`src/sv/assert_macros.svh`:
```
// Assertion helpers shared by the RTL.
`ifndef ASSERT_MACROS_SVH
`define ASSERT_MACROS_SVH

// Same-cycle implication, checked at every rising edge outside reset.
`define ASSERT_SAME(label, ante, cons) \
	label: assert property (@(posedge clk) disable iff (!arst_n) (ante) |-> (cons)) \
		else $error("assertion failed: same-cycle implication");

// Next-cycle implication, checked at every rising edge outside reset.
`define ASSERT_NEXT(label, ante, cons) \
	label: assert property (@(posedge clk) disable iff (!arst_n) (ante) |=> (cons)) \
		else $error("assertion failed: next-cycle implication");

`endif

```
`src/sv/i2cdiv_pkg.sv`:
```
package i2cdiv_pkg;

	typedef struct packed {
		logic [31:0] module_clock_hz;
		logic [31:0] requested_speed_hz;
	} in_item_t;

	typedef struct packed {
		logic [5:0]  divider_code;
		logic [7:0]  filter_value;
		logic [31:0] achieved_speed_hz;
		logic [1:0]  status;
	} out_item_t;

	typedef struct packed {
		logic        start;
		logic [31:0] dividend;
		logic [31:0] divisor;
	} div_req_t;

	typedef struct packed {
		logic        busy;
		logic        done;
		logic [31:0] quotient;
	} div_rsp_t;

	localparam logic [1:0] ST_FOUND = 2'd0;
	localparam logic [1:0] ST_NONE  = 2'd1;
	localparam logic [1:0] ST_ZERO  = 2'd2;

	localparam logic [5:0]  DEFAULT_CODE = 6'h31;
	localparam logic [15:0] DIVIDER_CAP  = 16'hFFFF;
	// (5 * (clk / 1000)) / 100000 reduces to clk / 20000000 = (clk >> 8) / 78125,
	// taken as ((clk >> 8) * FILTER_RECIP) >> FILTER_SHIFT, exact for every 32-bit clock
	localparam logic [24:0] FILTER_RECIP = 25'd28147498;
	localparam int          FILTER_SHIFT = 41;

	localparam int CAND_W = 18;

	function automatic logic [4:0] a_value(input logic [2:0] ai);
		logic [4:0] v;
		case (ai)
			3'd0:    v = 5'd10;
			3'd1:    v = 5'd12;
			3'd2:    v = 5'd14;
			3'd3:    v = 5'd16;
			3'd4:    v = 5'd18;
			3'd5:    v = 5'd20;
			3'd6:    v = 5'd24;
			default: v = 5'd30;
		endcase
		return v;
	endfunction

	// divider = B * (A + ((3 * filter) / B) * 2), B = 16 << g
	function automatic logic [CAND_W-1:0] cand_calc(input logic [2:0] ai,
			input logic [2:0] g, input logic [7:0] filt);
		logic [9:0]  tri_f;
		logic [3:0]  sh;
		logic [9:0]  quo;
		logic [6:0]  mult;
		tri_f = {2'b00, filt} + {1'b0, filt, 1'b0};
		sh    = 4'd4 + {1'b0, g};
		quo   = tri_f >> sh;
		mult  = {2'b00, a_value(ai)} + {quo[5:0], 1'b0};
		return {{(CAND_W-7){1'b0}}, mult} << sh;
	endfunction

	function automatic logic [5:0] pack_code(input logic [2:0] ai, input logic [2:0] g);
		logic [3:0] aidx;
		aidx = {1'b0, ai} + 4'd4;
		return {aidx[2], g, aidx[1:0]};
	endfunction

endpackage

```
`src/sv/i2cdiv_divider.sv`:
```
module i2cdiv_divider import i2cdiv_pkg::*; (
	input  logic     clk,
	input  logic     arst_n,
	input  div_req_t req,
	output div_rsp_t rsp
);

	logic [31:0] rem_q;
	logic [31:0] quo_q;
	logic [31:0] dvs_q;
	logic [4:0]  cnt_q;
	logic        busy_q;
	logic        done_q;
	logic [32:0] trial;
	logic [32:0] diff;

	// Restoring division, one quotient bit per cycle.
	assign trial = {rem_q, quo_q[31]};
	assign diff  = trial - {1'b0, dvs_q};

	always_ff @(posedge clk or negedge arst_n) begin
		if (!arst_n) begin
			busy_q <= 1'b0;
			done_q <= 1'b0;
			cnt_q  <= '0;
		end else begin
			done_q <= 1'b0;
			if (req.start && !busy_q) begin
				busy_q <= 1'b1;
				cnt_q  <= '0;
			end else if (busy_q) begin
				cnt_q <= cnt_q + 5'd1;
				if (cnt_q == 5'd31) begin
					busy_q <= 1'b0;
					done_q <= 1'b1;
				end
			end
		end
	end

	always_ff @(posedge clk) begin
		if (req.start && !busy_q) begin
			rem_q <= '0;
			quo_q <= req.dividend;
			dvs_q <= req.divisor;
		end else if (busy_q) begin
			if (!diff[32]) begin
				rem_q <= diff[31:0];
				quo_q <= {quo_q[30:0], 1'b1};
			end else begin
				rem_q <= trial[31:0];
				quo_q <= {quo_q[30:0], 1'b0};
			end
		end
	end

	assign rsp.busy     = busy_q;
	assign rsp.done     = done_q;
	assign rsp.quotient = quo_q;

endmodule

```
`src/sv/i2c_clock_divider_search.sv`:
```
// Per transfer: filter value, clock / request divide for the target divider, candidate scan,
// clock / chosen divider for the achieved speed, hand-off; both divides share one divider.
// No candidate fits: no speed divide. Zero request: no divide, no scan.
// Throughput: one item at a time; in_ready returns with out_valid once the result is loaded,
// and an output stall holds the sequencer until the output register is free.
// Reset: arst_n clears the sequencer, the divider control and the output valid at once.
`include "assert_macros.svh"

module i2c_clock_divider_search import i2cdiv_pkg::*; (
	input  logic      clk,
	input  logic      arst_n,
	input  logic      in_valid,
	output logic      in_ready,
	input  in_item_t  in_data,
	output logic      out_valid,
	input  logic      out_ready,
	output out_item_t out_data
);

	// Sequencer states
	localparam logic [2:0] S_IDLE = 3'd0;  // wait for an input transfer
	localparam logic [2:0] S_FDIV = 3'd1;  // filter value from the clock, start the target divide
	localparam logic [2:0] S_TDIV = 3'd2;  // clock / request for the target divider
	localparam logic [2:0] S_SCAN = 3'd3;  // walk the 64 (A,B) candidates
	localparam logic [2:0] S_SEL  = 3'd4;  // pick final speed path
	localparam logic [2:0] S_SDIV = 3'd5;  // clock / chosen divider
	localparam logic [2:0] S_DONE = 3'd6;  // hand the result to the output register

	logic [2:0]        state_q;
	logic [31:0]       clk_q;
	logic [31:0]       req_q;
	logic [7:0]        filt_q;
	logic [15:0]       target_q;
	logic [CAND_W-1:0] best_q;
	logic [5:0]        code_q;
	logic [1:0]        status_q;
	logic [31:0]       speed_q;
	logic [5:0]        idx_q;
	logic              out_valid_q;
	out_item_t         out_q;

	div_req_t          div_req;
	div_rsp_t          div_rsp;

	logic [CAND_W-1:0] cand;
	logic              hit;
	logic [48:0]       filt_prod;
	logic [7:0]        filt_quo;
	logic [7:0]        filt_next;
	logic [15:0]       target_next;

	i2cdiv_divider u_div (
		.clk    (clk),
		.arst_n (arst_n),
		.req    (div_req),
		.rsp    (div_rsp)
	);

	// Accept only with the sequencer idle; results wait in the output register.
	assign in_ready  = (state_q == S_IDLE);
	assign out_valid = out_valid_q;
	assign out_data  = out_q;

	// Filter value: clock / 20 MHz by reciprocal multiplication.
	assign filt_prod = {25'd0, clk_q[31:8]} * {24'd0, FILTER_RECIP};
	assign filt_quo  = filt_prod[48:FILTER_SHIFT];

	// Raise a zero filter to 1; the largest 32-bit clock gives 214, so no saturation is needed.
	always_comb begin
		if (filt_quo == 8'd0) begin
			filt_next = 8'd1;
		end else begin
			filt_next = filt_quo;
		end
	end

	// Cap the target divider at 65535.
	assign target_next = (div_rsp.quotient > {16'd0, DIVIDER_CAP}) ? DIVIDER_CAP
		: div_rsp.quotient[15:0];

	// Candidate for the current scan index: A index in the upper bits, g in the lower.
	assign cand = cand_calc(idx_q[5:3], idx_q[2:0], filt_q);
	assign hit  = (cand > {{(CAND_W-16){1'b0}}, target_q}) && (cand < best_q);

	// Drive the shared divider from the sequencer.
	always_comb begin
		div_req.start    = 1'b0;
		div_req.dividend = clk_q;
		div_req.divisor  = req_q;
		unique case (state_q)
			S_FDIV: begin
				div_req.start = (req_q != 32'd0);
			end
			S_SEL: begin
				div_req.start   = (status_q == ST_FOUND);
				div_req.divisor = {{(32-CAND_W){1'b0}}, best_q};
			end
			default: begin
				div_req.start = 1'b0;
			end
		endcase
	end

	// Sequencer and output valid.
	always_ff @(posedge clk or negedge arst_n) begin
		if (!arst_n) begin
			state_q     <= S_IDLE;
			out_valid_q <= 1'b0;
		end else begin
			// Load a finished result when the output register is free, drop it on transfer.
			if (state_q == S_DONE && (!out_valid_q || out_ready)) begin
				out_valid_q <= 1'b1;
			end else if (out_ready) begin
				out_valid_q <= 1'b0;
			end
			unique case (state_q)
				S_IDLE: begin
					if (in_valid) begin
						state_q <= S_FDIV;
					end
				end
				S_FDIV: begin
					state_q <= (req_q == 32'd0) ? S_DONE : S_TDIV;
				end
				S_TDIV: begin
					if (div_rsp.done) begin
						state_q <= S_SCAN;
					end
				end
				S_SCAN: begin
					if (idx_q == 6'd63) begin
						state_q <= S_SEL;
					end
				end
				S_SEL: begin
					state_q <= (status_q == ST_FOUND) ? S_SDIV : S_DONE;
				end
				S_SDIV: begin
					if (div_rsp.done) begin
						state_q <= S_DONE;
					end
				end
				S_DONE: begin
					// Hold the result until the output register is free.
					if (!out_valid_q || out_ready) begin
						state_q <= S_IDLE;
					end
				end
				default: begin
					state_q <= S_IDLE;
				end
			endcase
		end
	end

	// Working registers.
	always_ff @(posedge clk) begin
		unique case (state_q)
			S_IDLE: begin
				clk_q    <= in_data.module_clock_hz;
				req_q    <= in_data.requested_speed_hz;
				code_q   <= DEFAULT_CODE;
				status_q <= ST_ZERO;
				speed_q  <= in_data.requested_speed_hz;
			end
			S_FDIV: begin
				filt_q <= filt_next;
			end
			S_TDIV: begin
				if (div_rsp.done) begin
					target_q <= target_next;
					best_q   <= '1;
					status_q <= ST_NONE;
					idx_q    <= '0;
				end
			end
			S_SCAN: begin
				// Keep the earliest of equal candidates: strict less-than on best.
				if (hit) begin
					best_q   <= cand;
					code_q   <= pack_code(idx_q[5:3], idx_q[2:0]);
					status_q <= ST_FOUND;
				end
				idx_q <= idx_q + 6'd1;
			end
			S_SDIV: begin
				if (div_rsp.done) begin
					speed_q <= div_rsp.quotient;
				end
			end
			S_DONE: begin
				if (!out_valid_q || out_ready) begin
					out_q.divider_code      <= code_q;
					out_q.filter_value      <= filt_q;
					out_q.achieved_speed_hz <= speed_q;
					out_q.status            <= status_q;
				end
			end
			default: begin
				idx_q <= idx_q;
			end
		endcase
	end

	// The shared divider stays idle while candidates are scanned.
	`ASSERT_SAME(a_scan_div_idle, state_q == S_SCAN, !div_rsp.busy)
	// A divide finishes only in a state that waits for it.
	`ASSERT_SAME(a_done_in_wait, div_rsp.done, state_q == S_TDIV || state_q == S_SDIV)
	// A zero request reports the default code and a zero speed.
	`ASSERT_SAME(a_zero_result, out_valid && out_data.status == ST_ZERO,
		out_data.divider_code == DEFAULT_CODE && out_data.achieved_speed_hz == 32'd0)
	// Every input transfer moves to the filter step with the divider free.
	`ASSERT_NEXT(a_start_div, in_valid && in_ready, !div_rsp.busy && state_q == S_FDIV)

endmodule

```
`config.mk`:
```
export PLATFORM = sky130hd
export DESIGN_NAME = i2c_clock_divider_search
export DESIGN_NICKNAME = d
export VERILOG_FILES = /design/src/sv/i2cdiv_pkg.sv /design/src/sv/i2cdiv_divider.sv /design/src/sv/i2c_clock_divider_search.sv
export VERILOG_INCLUDE_DIRS = /design/src /design/src/sv
export SDC_FILE = /design/constraint.sdc
export NUM_CORES = 1
export LEC_CHECK = 0
export BUFFER_PORTS_ARGS = -buffer_cell sky130_fd_sc_hd__buf_4
export CAP_MARGIN = 40
export CELL_PAD_IN_SITES_DETAIL_PLACEMENT = 2
export CELL_PAD_IN_SITES_GLOBAL_PLACEMENT = 2
export CORE_MARGIN = 2
export CORE_UTILIZATION = 43
export CTS_CLUSTER_SIZE = 24
export DETAILED_ROUTE_END_ITERATION = 8
export PLACE_DENSITY_LB_ADDON = 0.1
export SLEW_MARGIN = 20
export SYNTH_ARGS = -nofsm -noshare
export SYNTH_HDL_FRONTEND = slang
export SYNTH_HIERARCHICAL = 1
export SYNTH_SLANG_ARGS = --single-unit
```
`constraint.sdc`:
```
create_clock -name clk -period 7.1 [get_ports clk]
set_input_delay 0.71 -clock clk [delete_from_list [all_inputs] [get_ports clk]]
set_output_delay 0.71 -clock clk [all_outputs]
set_load 0.01 [all_outputs]
```
# Word level (Yosys, flattened, before mapping)
# Index checks and enable logic that the tools add are counted.
# word_totals
output_inout_bits	50
inputBits	68
wordCells	118
ff_bits	307
# op_classes
muxes	37
eq_ne	20
magnitude_cmp	3
shifts	2
reduce_logical	26
add_sub_neg	7
multipliers	1
# op_table
cell	n
$mux W32	4
$pmux W32 S2	1
$mux W18	3
$mul A24 B24 Y48 const B	1
$pmux W18 S2	1
$pmux W5 S7	1
$sub A33 B32 Y33	1
$gt A32 B16 Y1 const B	1
$logic_not A32 Y1	1
$reduce_bool A32 Y1	1
$pmux W6 S2	2
$pmux W3 S7	1
$eq A3 B3 Y1 const B	6
$gt A18 B16 Y1	1
$lt A18 B18 Y1	1
$mux W3	6
$shl A7 B4 Y18	1
$eq A3 B2 Y1 const B	4
$mux W6	2
$add A8 B9 Y10	1
$mux W5	2
$reduce_and A2 Y1	5
$reduce_bool A2 Y1	5
$shr A10 B4 Y6	1
other kinds (23)	43

# Longest topological paths before layout
# Gate-level depths: netlist (run 1).
# logic_depth
ltp_word	8
mapped_depth	27
ltp_nobuf	27

# Modules after synthesis
# Netlist (run 1), hierarchy kept.
# modules_own_cells
module	instances	seq_area_each_um2	area_each_um2	cells_per_inst
i2c_clock_divider_search	1	6105.9	20484.6	1761
i2cdiv_divider	1	2737.6	5938.2	574

# Worst setup path after synthesis (run 1)
# OpenSTA, ideal clock, no wires.
# synth_path
kind	register to register
from	register clk_q[12]
to	register filt_q[0], data pin
required_ns	6.920
arrival_ns	6.292
synth_period_minus_slack_ns	6.472
path_stages_with_launch	21
n_path_buf	0
path_slack_ns	0.628
setup_ns	0.180
cell_sequence	edfxtp_1 ha_1 inv_1 fa_1 inv_1 fa_1 fa_1 fa_1 fa_1 inv_1 fa_1 inv_1 ha_1 nand4_2 nor4_2 nand4_1 o2bb2ai_1 mux2i_1 a211o_1 or4_1 o41ai_2
# synth_via
elab_chain_len	2
# synth_rtl
element	line_no	source
from (decl)	i2c_clock_divider_search.sv:30	logic [31:0] clk_q;
from (signal assigned)	i2c_clock_divider_search.sv:160	clk_q <= in_data.module_clock_hz;
$mul A24 B24 Y48 (*)	i2c_clock_divider_search.sv:65	assign filt_prod = {25'd0, clk_q[31:8]} * {24'd0, FILTER_RECIP};
$logic_not A8 Y1	i2c_clock_divider_search.sv:70	if (filt_quo == 8'd0) begin
to (signal assigned)	i2c_clock_divider_search.sv:167	filt_q <= filt_next;
to (decl)	i2c_clock_divider_search.sv:32	logic [7:0] filt_q;
# Mark *: on every way between the ends. The rest lies on a longest branch, timed or not.
# A chain may end at the register's enable or synchronous reset.

# Worst setup path in the final report (run 1)
# layout_path
from	register clk_q[14]
to	register filt_q[0], data pin
# The elaborated chain is that of the path after synthesis.

==> impl_metrics.json, run 1 <==
{
  "run_status": "finished with violations",
  "violations": "negative setup slack",
  "cts-root-buf": "clkbuf_16",
  "fin_nets": 3192,
  "ff2ff_path_depth": 21,
  "ys_warn_count": 6,
  "design.die.area_sq_um": 63400,
  "grt_util_all_layers_pct": 29.6,
  "ir_worst_vdd_mv": 0.131,
  "dp.cells": 3251,
  "r2r_start": "clk_q[14]",
  "ff_latch_area_sq_um": 8840,
  "path_common_cell": "fa_1",
  "switchingPower_mw": 0.875,
  "wire_per_inst_um": 27.4,
  "worst_pin_slew_ns": 0.862,
  "core-area_sq_um": 60600,
  "routed_wl_mm": 91.7,
  "cts_made_buffers": 37,
  "vias_per_cell": 5.56,
  "clock.fmax_ghz": 0.141,
  "grt_max_degree": 50,
  "rsz0062_at_grt": "yes",
  "worstSetupEndpointType": "flip-flop",
  "skew_ns": 0.0267,
  "met3_usage_pct": 3.67,
  "leakage_nw": 13.5,
  "grt.overflow.total": 0,
  "initial_core_util_pct": 43.6,
  "place.gp.congestion": 0.947,
  "met1_usage_pct": 34.9,
  "vias": 18600,
  "crit_fanout": 7,
  "final_cell_area_sq_um": 30200,
  "die_h_um": 252,
  "clk_pin_slew_ns": 0.06,
  "hold_viol": 0,
  "drv_cap": 0,
  "n_antenna_cell": 0,
  "p_int_mw": 2.99,
  "relSlewSlack_pct": 42.1,
  "worstPathRequired_ns": 7.46,
  "antenna_found_initial": 4,
  "p_per_area_nw_per_um2": 128,
  "grt_busiest_layer": "met2",
  "fin_ws_ns": -0.0121,
  "synth_area_sq_um": 26400,
  "min_from": "in_data[60]",
  "fp-row-count": 90,
  "final_cells": 3349,
  "antenna_left": 0,
  "placed_cell_area_sq_um": 28700,
  "drive_gt1_share_pct": 16.0,
  "n_fill_cell": 6124,
  "reg2reg_slack_ns": -0.01,
  "rr_endpoint": "filt_q[0]",
  "switching_share_pct": 22.7,
  "hpwl_mm": 76.4,
  "arrival_ns": 7.47,
  "slowest_stage": "fa_1",
  "h-tree-depth": 2,
  "clock_sinks": 307,
  "hold_path_class": "in -> reg",
  "drc": 0,
  "io_pins": 118,
  "insertion_delay_ns": 0.58,
  "multi_input_area_sq_um": 15700,
  "min_path_cells": 1,
  "met2_usage_pct": 54.2,
  "drtPass1Iterations": 5,
  "areaGrowthSynthToFinish_pct": 14.2,
  "worstPathCellList": "buf_4 > fa_1 > inv_1 > fa_1 > fa_1 > inv_1 > fa_1 > fa_1 > fa_1 > inv_1 > fa_1 > inv_1 > ha_1 > nand2_1 > nor4_1 > a211oi_1 > nand3_1 > and4_1 > o31a_1 > or4_1 > o41ai_2",
  "p_clk_share_pct": 47.2,
  "numPortBuffers": 117,
  "fin_crit_sh_pct": 100,
  "drt-initial-drc-count": 1046,
  "pre_cts_ws_ns": -0.128,
  "fin_crit_ns": 7.11,
  "grt_pass1_wl_mm": 138,
  "die_x_um": 252,
  "path_class": "reg -> reg",
  "cts_tree": "yes",
  "combPwrFrac_pct": 2.1,
  "setup-violations-final": 1,
  "startpoint_type": "flip-flop",
  "finalMaxSlewViolations": 0,
  "whs_endpoint": "clk_q[28]",
  "p_seq_share_pct": 50.7,
  "clk_path_buf_depth": 3,
  "syn-instance-count": 2334,
  "syn_area_per_cell_sq_um": 11.3,
  "slowest_delay_ns": 0.59,
  "grt_pass1_vias": 21600
}
critical path, delay by kind of cell, from the launching register on:
kind            cells  cell delay, ns
fa+ha+maj           8            3.93
flops               1            0.52
buf+inv             5            0.46
simple gates        5            1.17
compound gates      3            0.82
registers in the layout, summed over array words and instances (netlist names):
name,cells
status_q,2
target_q,16
code_q,6
req_q,32
u_div/busy_q,1
u_div/rem_q,32
idx_q,6
u_div/done_q,1
out_data,48
u_div/cnt_q,5
best_q,18
clk_q,32
filt_q,8
state_q,3
u_div/dvs_q,32
out_valid,1
speed_q,32
u_div/quo_q,32
metal layers:
| metal | up-vias | share of wire (%) |
|---|---|---|
| met5 | - | 0 |
| met4 | 0 | 4.9 |
| met3 | 157 | 3.4 |
| met2 | 386 | 53 |
| met1 | 9712 | 39 |
| li1 | 8357 | - |
how the worst max path moves through the flow:
stage	start	end	slack [ns]
after floorplan	clk_q[12]	filt_q[0]	0.63
after global placement	clk_q[15]	filt_q[0]	0.04
after detailed placement	clk_q[18]	filt_q[0]	-0.13
after CTS	clk_q[17]	filt_q[0]	0.002
after global routing	clk_q[16]	filt_q[0]	-0.28
final	clk_q[14]	filt_q[0]	-0.01
area by class of cell:
type | count | area share [%]
Clock buffer | 45 | 3.24
Sequential cell | 307 | 29.3
Tap cell | 782 | 3.24
Multi-Input combinational cell | 1505 | 52.1
Timing Repair Buffer | 213 | 5.71
Inverter | 475 | 5.92
Clock inverter | 22 | 0.485
repair_timing:
item,in CTS,in global routing
endpoints found under the setup margin,1,26
hold buffers,1,0
resized for setup,7,10
buffers inserted,20,9
pin swaps,6,4
hold endpoints to repair,11,0
per-stage QoR:
stage                     hold slack (ns)  utilization (%)  total power, mW  TNS (ns)
after floorplan                     0.400                -             2.02         0
after global placement              0.401             47.2             2.07         0
after detailed placement            0.405             47.3             2.07    -0.128
after CTS                           0.289             49.5             3.90         0
after global routing                0.292             49.8             3.96    -0.277
final                               0.305             49.8             3.86   -0.0121
power groups by stage:
stage               registers (mW)  logic, mW  clock network [mW]
floorplan                     1.99     0.0244                   0
global placement              2.00     0.0725                   0
detailed placement            2.00     0.0777                   0
CTS                           1.96     0.0795                1.86
global route                  1.96     0.0843                1.92
finish                        1.96     0.0794                1.82
cells in the final DEF, fill, tap and decap left out, types with 11 or more instances in the layout:
cell       count
nand4_1       19
o21ai_1       15
nand2_1      117
mux2i_1       14
mux2_2        82
fa_1         295
nor2b_1       27
dfxtp_1       32
xnor2_1       33
a211oi_1      25
nand3_1       39
nand2b_1      18
nor2_1        68
o21ai_0       76
or2_2         20
a31oi_1       12
and3_1        20
dfrtp_1       11
nor4_1        17
ha_1         288
a21o_1        25
xor2_1        17
a21oi_1       77
buf_4        204
inv_1        472
clkinv_2      11
edfxtp_1     264
clkbuf_16     38
o311ai_1      11
nor3_1        16
Note: power is estimated with default switching activity, not from simulation.
==> run 2, diff against run 1 <==
--- a/config.mk
+++ b/config.mk
@@ -15,6 +15,7 @@
 export CTS_CLUSTER_SIZE = 24
 export DETAILED_ROUTE_END_ITERATION = 8
 export PLACE_DENSITY_LB_ADDON = 0.1
+export SETUP_SLACK_MARGIN = 0.2
 export SLEW_MARGIN = 20
 export SYNTH_ARGS = -nofsm -noshare
 export SYNTH_HDL_FRONTEND = slang
==> run 2 against run 1 <==
Against the previous run: the run now ends clean; fmax rose by 1.8%; global-route usage grew 0.99 points; clock power is essentially flat; largest cell class unchanged; largest power group unchanged.
==> impl_metrics.json, run 2 (same netlist as run 1, synthesis figures left out) <==
{
  "run_status": "finished clean",
  "initial_core_util_pct": 43.6,
  "path_delay_family": "adder cells",
  "skew_ns": 0.0224,
  "leakage_nw": 13.8,
  "p_per_area_nw_per_um2": 125,
  "final_common_cell": "inv_1",
  "core-area_sq_um": 60600,
  "ff2ff_path_depth": 20,
  "drt-initial-drc-count": 1093,
  "startpoint_type": "flip-flop",
  "drtPass1Iterations": 5,
  "clk_path_buf_depth": 3,
  "n_antenna_cell": 0,
  "vias_per_cell": 5.63,
  "fin_crit_ns": 6.98,
  "arrival_ns": 7.34,
  "grt_util_all_layers_pct": 30.6,
  "die_x_um": 252,
  "clock_sinks": 307,
  "path_depth": 20,
  "routed_wl_mm": 95.2,
  "min_path_cells": 1,
  "insertion_delay_ns": 0.57,
  "n_fill_cell": 6046,
  "slowest_stage": "fa_2",
  "die_h_um": 252,
  "clock.fmax_ghz": 0.143,
  "numPortBuffers": 117,
  "antenna_found_initial": 4,
  "grt_pass1_vias": 22200,
  "grt_pass1_wl_mm": 143,
  "relSlewSlack_pct": 45.6,
  "fin_nets": 3238,
  "path_common_cell": "fa_2",
  "hold_viol": 0,
  "place.gp.congestion": 0.947,
  "total_power_mw": 3.87,
  "worst_pin_slew_ns": 0.810,
  "worstSetupEndpointType": "flip-flop",
  "fp-row-count": 90,
  "largest_register_ffs": 48,
  "fin_crit_sh_pct": 98.4,
  "antenna_left": 0,
  "cts-root-buf": "clkbuf_16",
  "design.die.area_sq_um": 63400,
  "drc": 0,
  "drive_gt1_share_pct": 21.1,
  "rsz0062_at_grt": "yes",
  "finalMaxSlewViolations": 0,
  "cts_tree": "yes",
  "ir_worst_vdd_mv": 0.128,
  "worstPathRequired_ns": 7.45,
  "hpwl_mm": 76.4,
  "final_util_pct": 51.2,
  "wire_per_inst_um": 28.0,
  "vias": 19100,
  "drv_cap": 0,
  "areaGrowthSynthToFinish_pct": 17.5,
  "path_buf_inv": 4,
  "cts_made_buffers": 37,
  "mostFrequentLayoutCells": "454 x inv_1, 275 x fa_1, 264 x edfxtp_1, 261 x ha_1, 240 x buf_4",
  "setup-violations-final": 0,
  "hold_path_class": "in -> reg",
  "worstPathCellList": "buf_4 > buf_4 > fa_2 > fa_2 > fa_2 > fa_1 > fa_1 > fa_1 > inv_1 > fa_2 > inv_2 > ha_4 > nand3_4 > o31ai_2 > a22o_1 > o2bb2ai_2 > mux2i_1 > a211o_1 > or4_4 > o41ai_4",
  "clk_pin_slew_ns": 0.07,
  "slowest_delay_ns": 0.60,
  "crit_fanout": 5,
  "path_class": "reg -> reg",
  "grt_max_degree": 50,
  "io_pins": 118,
  "grt.overflow.total": 0,
  "h-tree-depth": 2
}
==> run 2: repair_timing <==
item,CTS,global route
hold endpoints to repair,11,0
hold buffers,1,0
setup buffers,63,12
setup endpoints to repair,1,28
resized for setup,112,30
pin swaps,96,27
==> run 2: power by group <==
part	internal (mW)	switching [mW]	leakage [nW]	total [mW]
sequential	1.95	0.00682	2.81	1.96
combinational	0.0408	0.0391	10.4	0.0799
clock	0.995	0.840	0.553	1.83
total	2.99	0.886	13.8	3.87
==> run 2: layout make-up <==
| type | instances | area (sq um) | share of cell area, % |
|---|---|---|---|
| well taps | 782 | 978 | 3.15 |
| clock buffers | 45 | 977 | 3.15 |
| inverters | 475 | 1790 | 5.77 |
| multi-input cells | 1505 | 16200 | 52.2 |
| repair buffers | 259 | 2110 | 6.78 |
| flip-flops and latches | 307 | 8840 | 28.5 |
| clock inverters | 22 | 146 | 0.472 |
==> run 2: worst paths after layout <==
kind | to | start | slack (ns)
min reg2reg | out_data[12] | speed_q[10] | 0.42
min in group asynchronous | u_div/cnt_q[1] | arst_n | 0.53
max | filt_q[0] | clk_q[22] | 0.12
max in group asynchronous | state_q[2] | arst_n | 6.40
min | clk_q[28] | in_data[60] | 0.32
max reg2reg | filt_q[0] | clk_q[22] | 0.12
==> run 2: metrics by stage <==
stage	instance area [sq um]	setup TNS (ns)	hold slack, ns	setup WS (ns)	instances
floorplan	26400	0	0.400	0.628	2338
global placement	28600	0	0.401	0.0401	3246
detailed placement	28700	-0.128	0.405	-0.128	3251
CTS	30800	0	0.289	0.191	3382
global route	31000	-0.0984	0.300	-0.0984	3395
finish	31000	0	0.322	0.116	3395
==> run 2: metal layers <==
layer / global-route usage [%] / up-vias / part of all wire [%]
met4: 13.6 / 0 / 5.2
met5: 0 / - / 0
met2: 56.4 / 425 / 53
met3: 3.18 / 183 / 3.2
li1: - / 8442 / -
met1: 35.9 / 10100 / 39
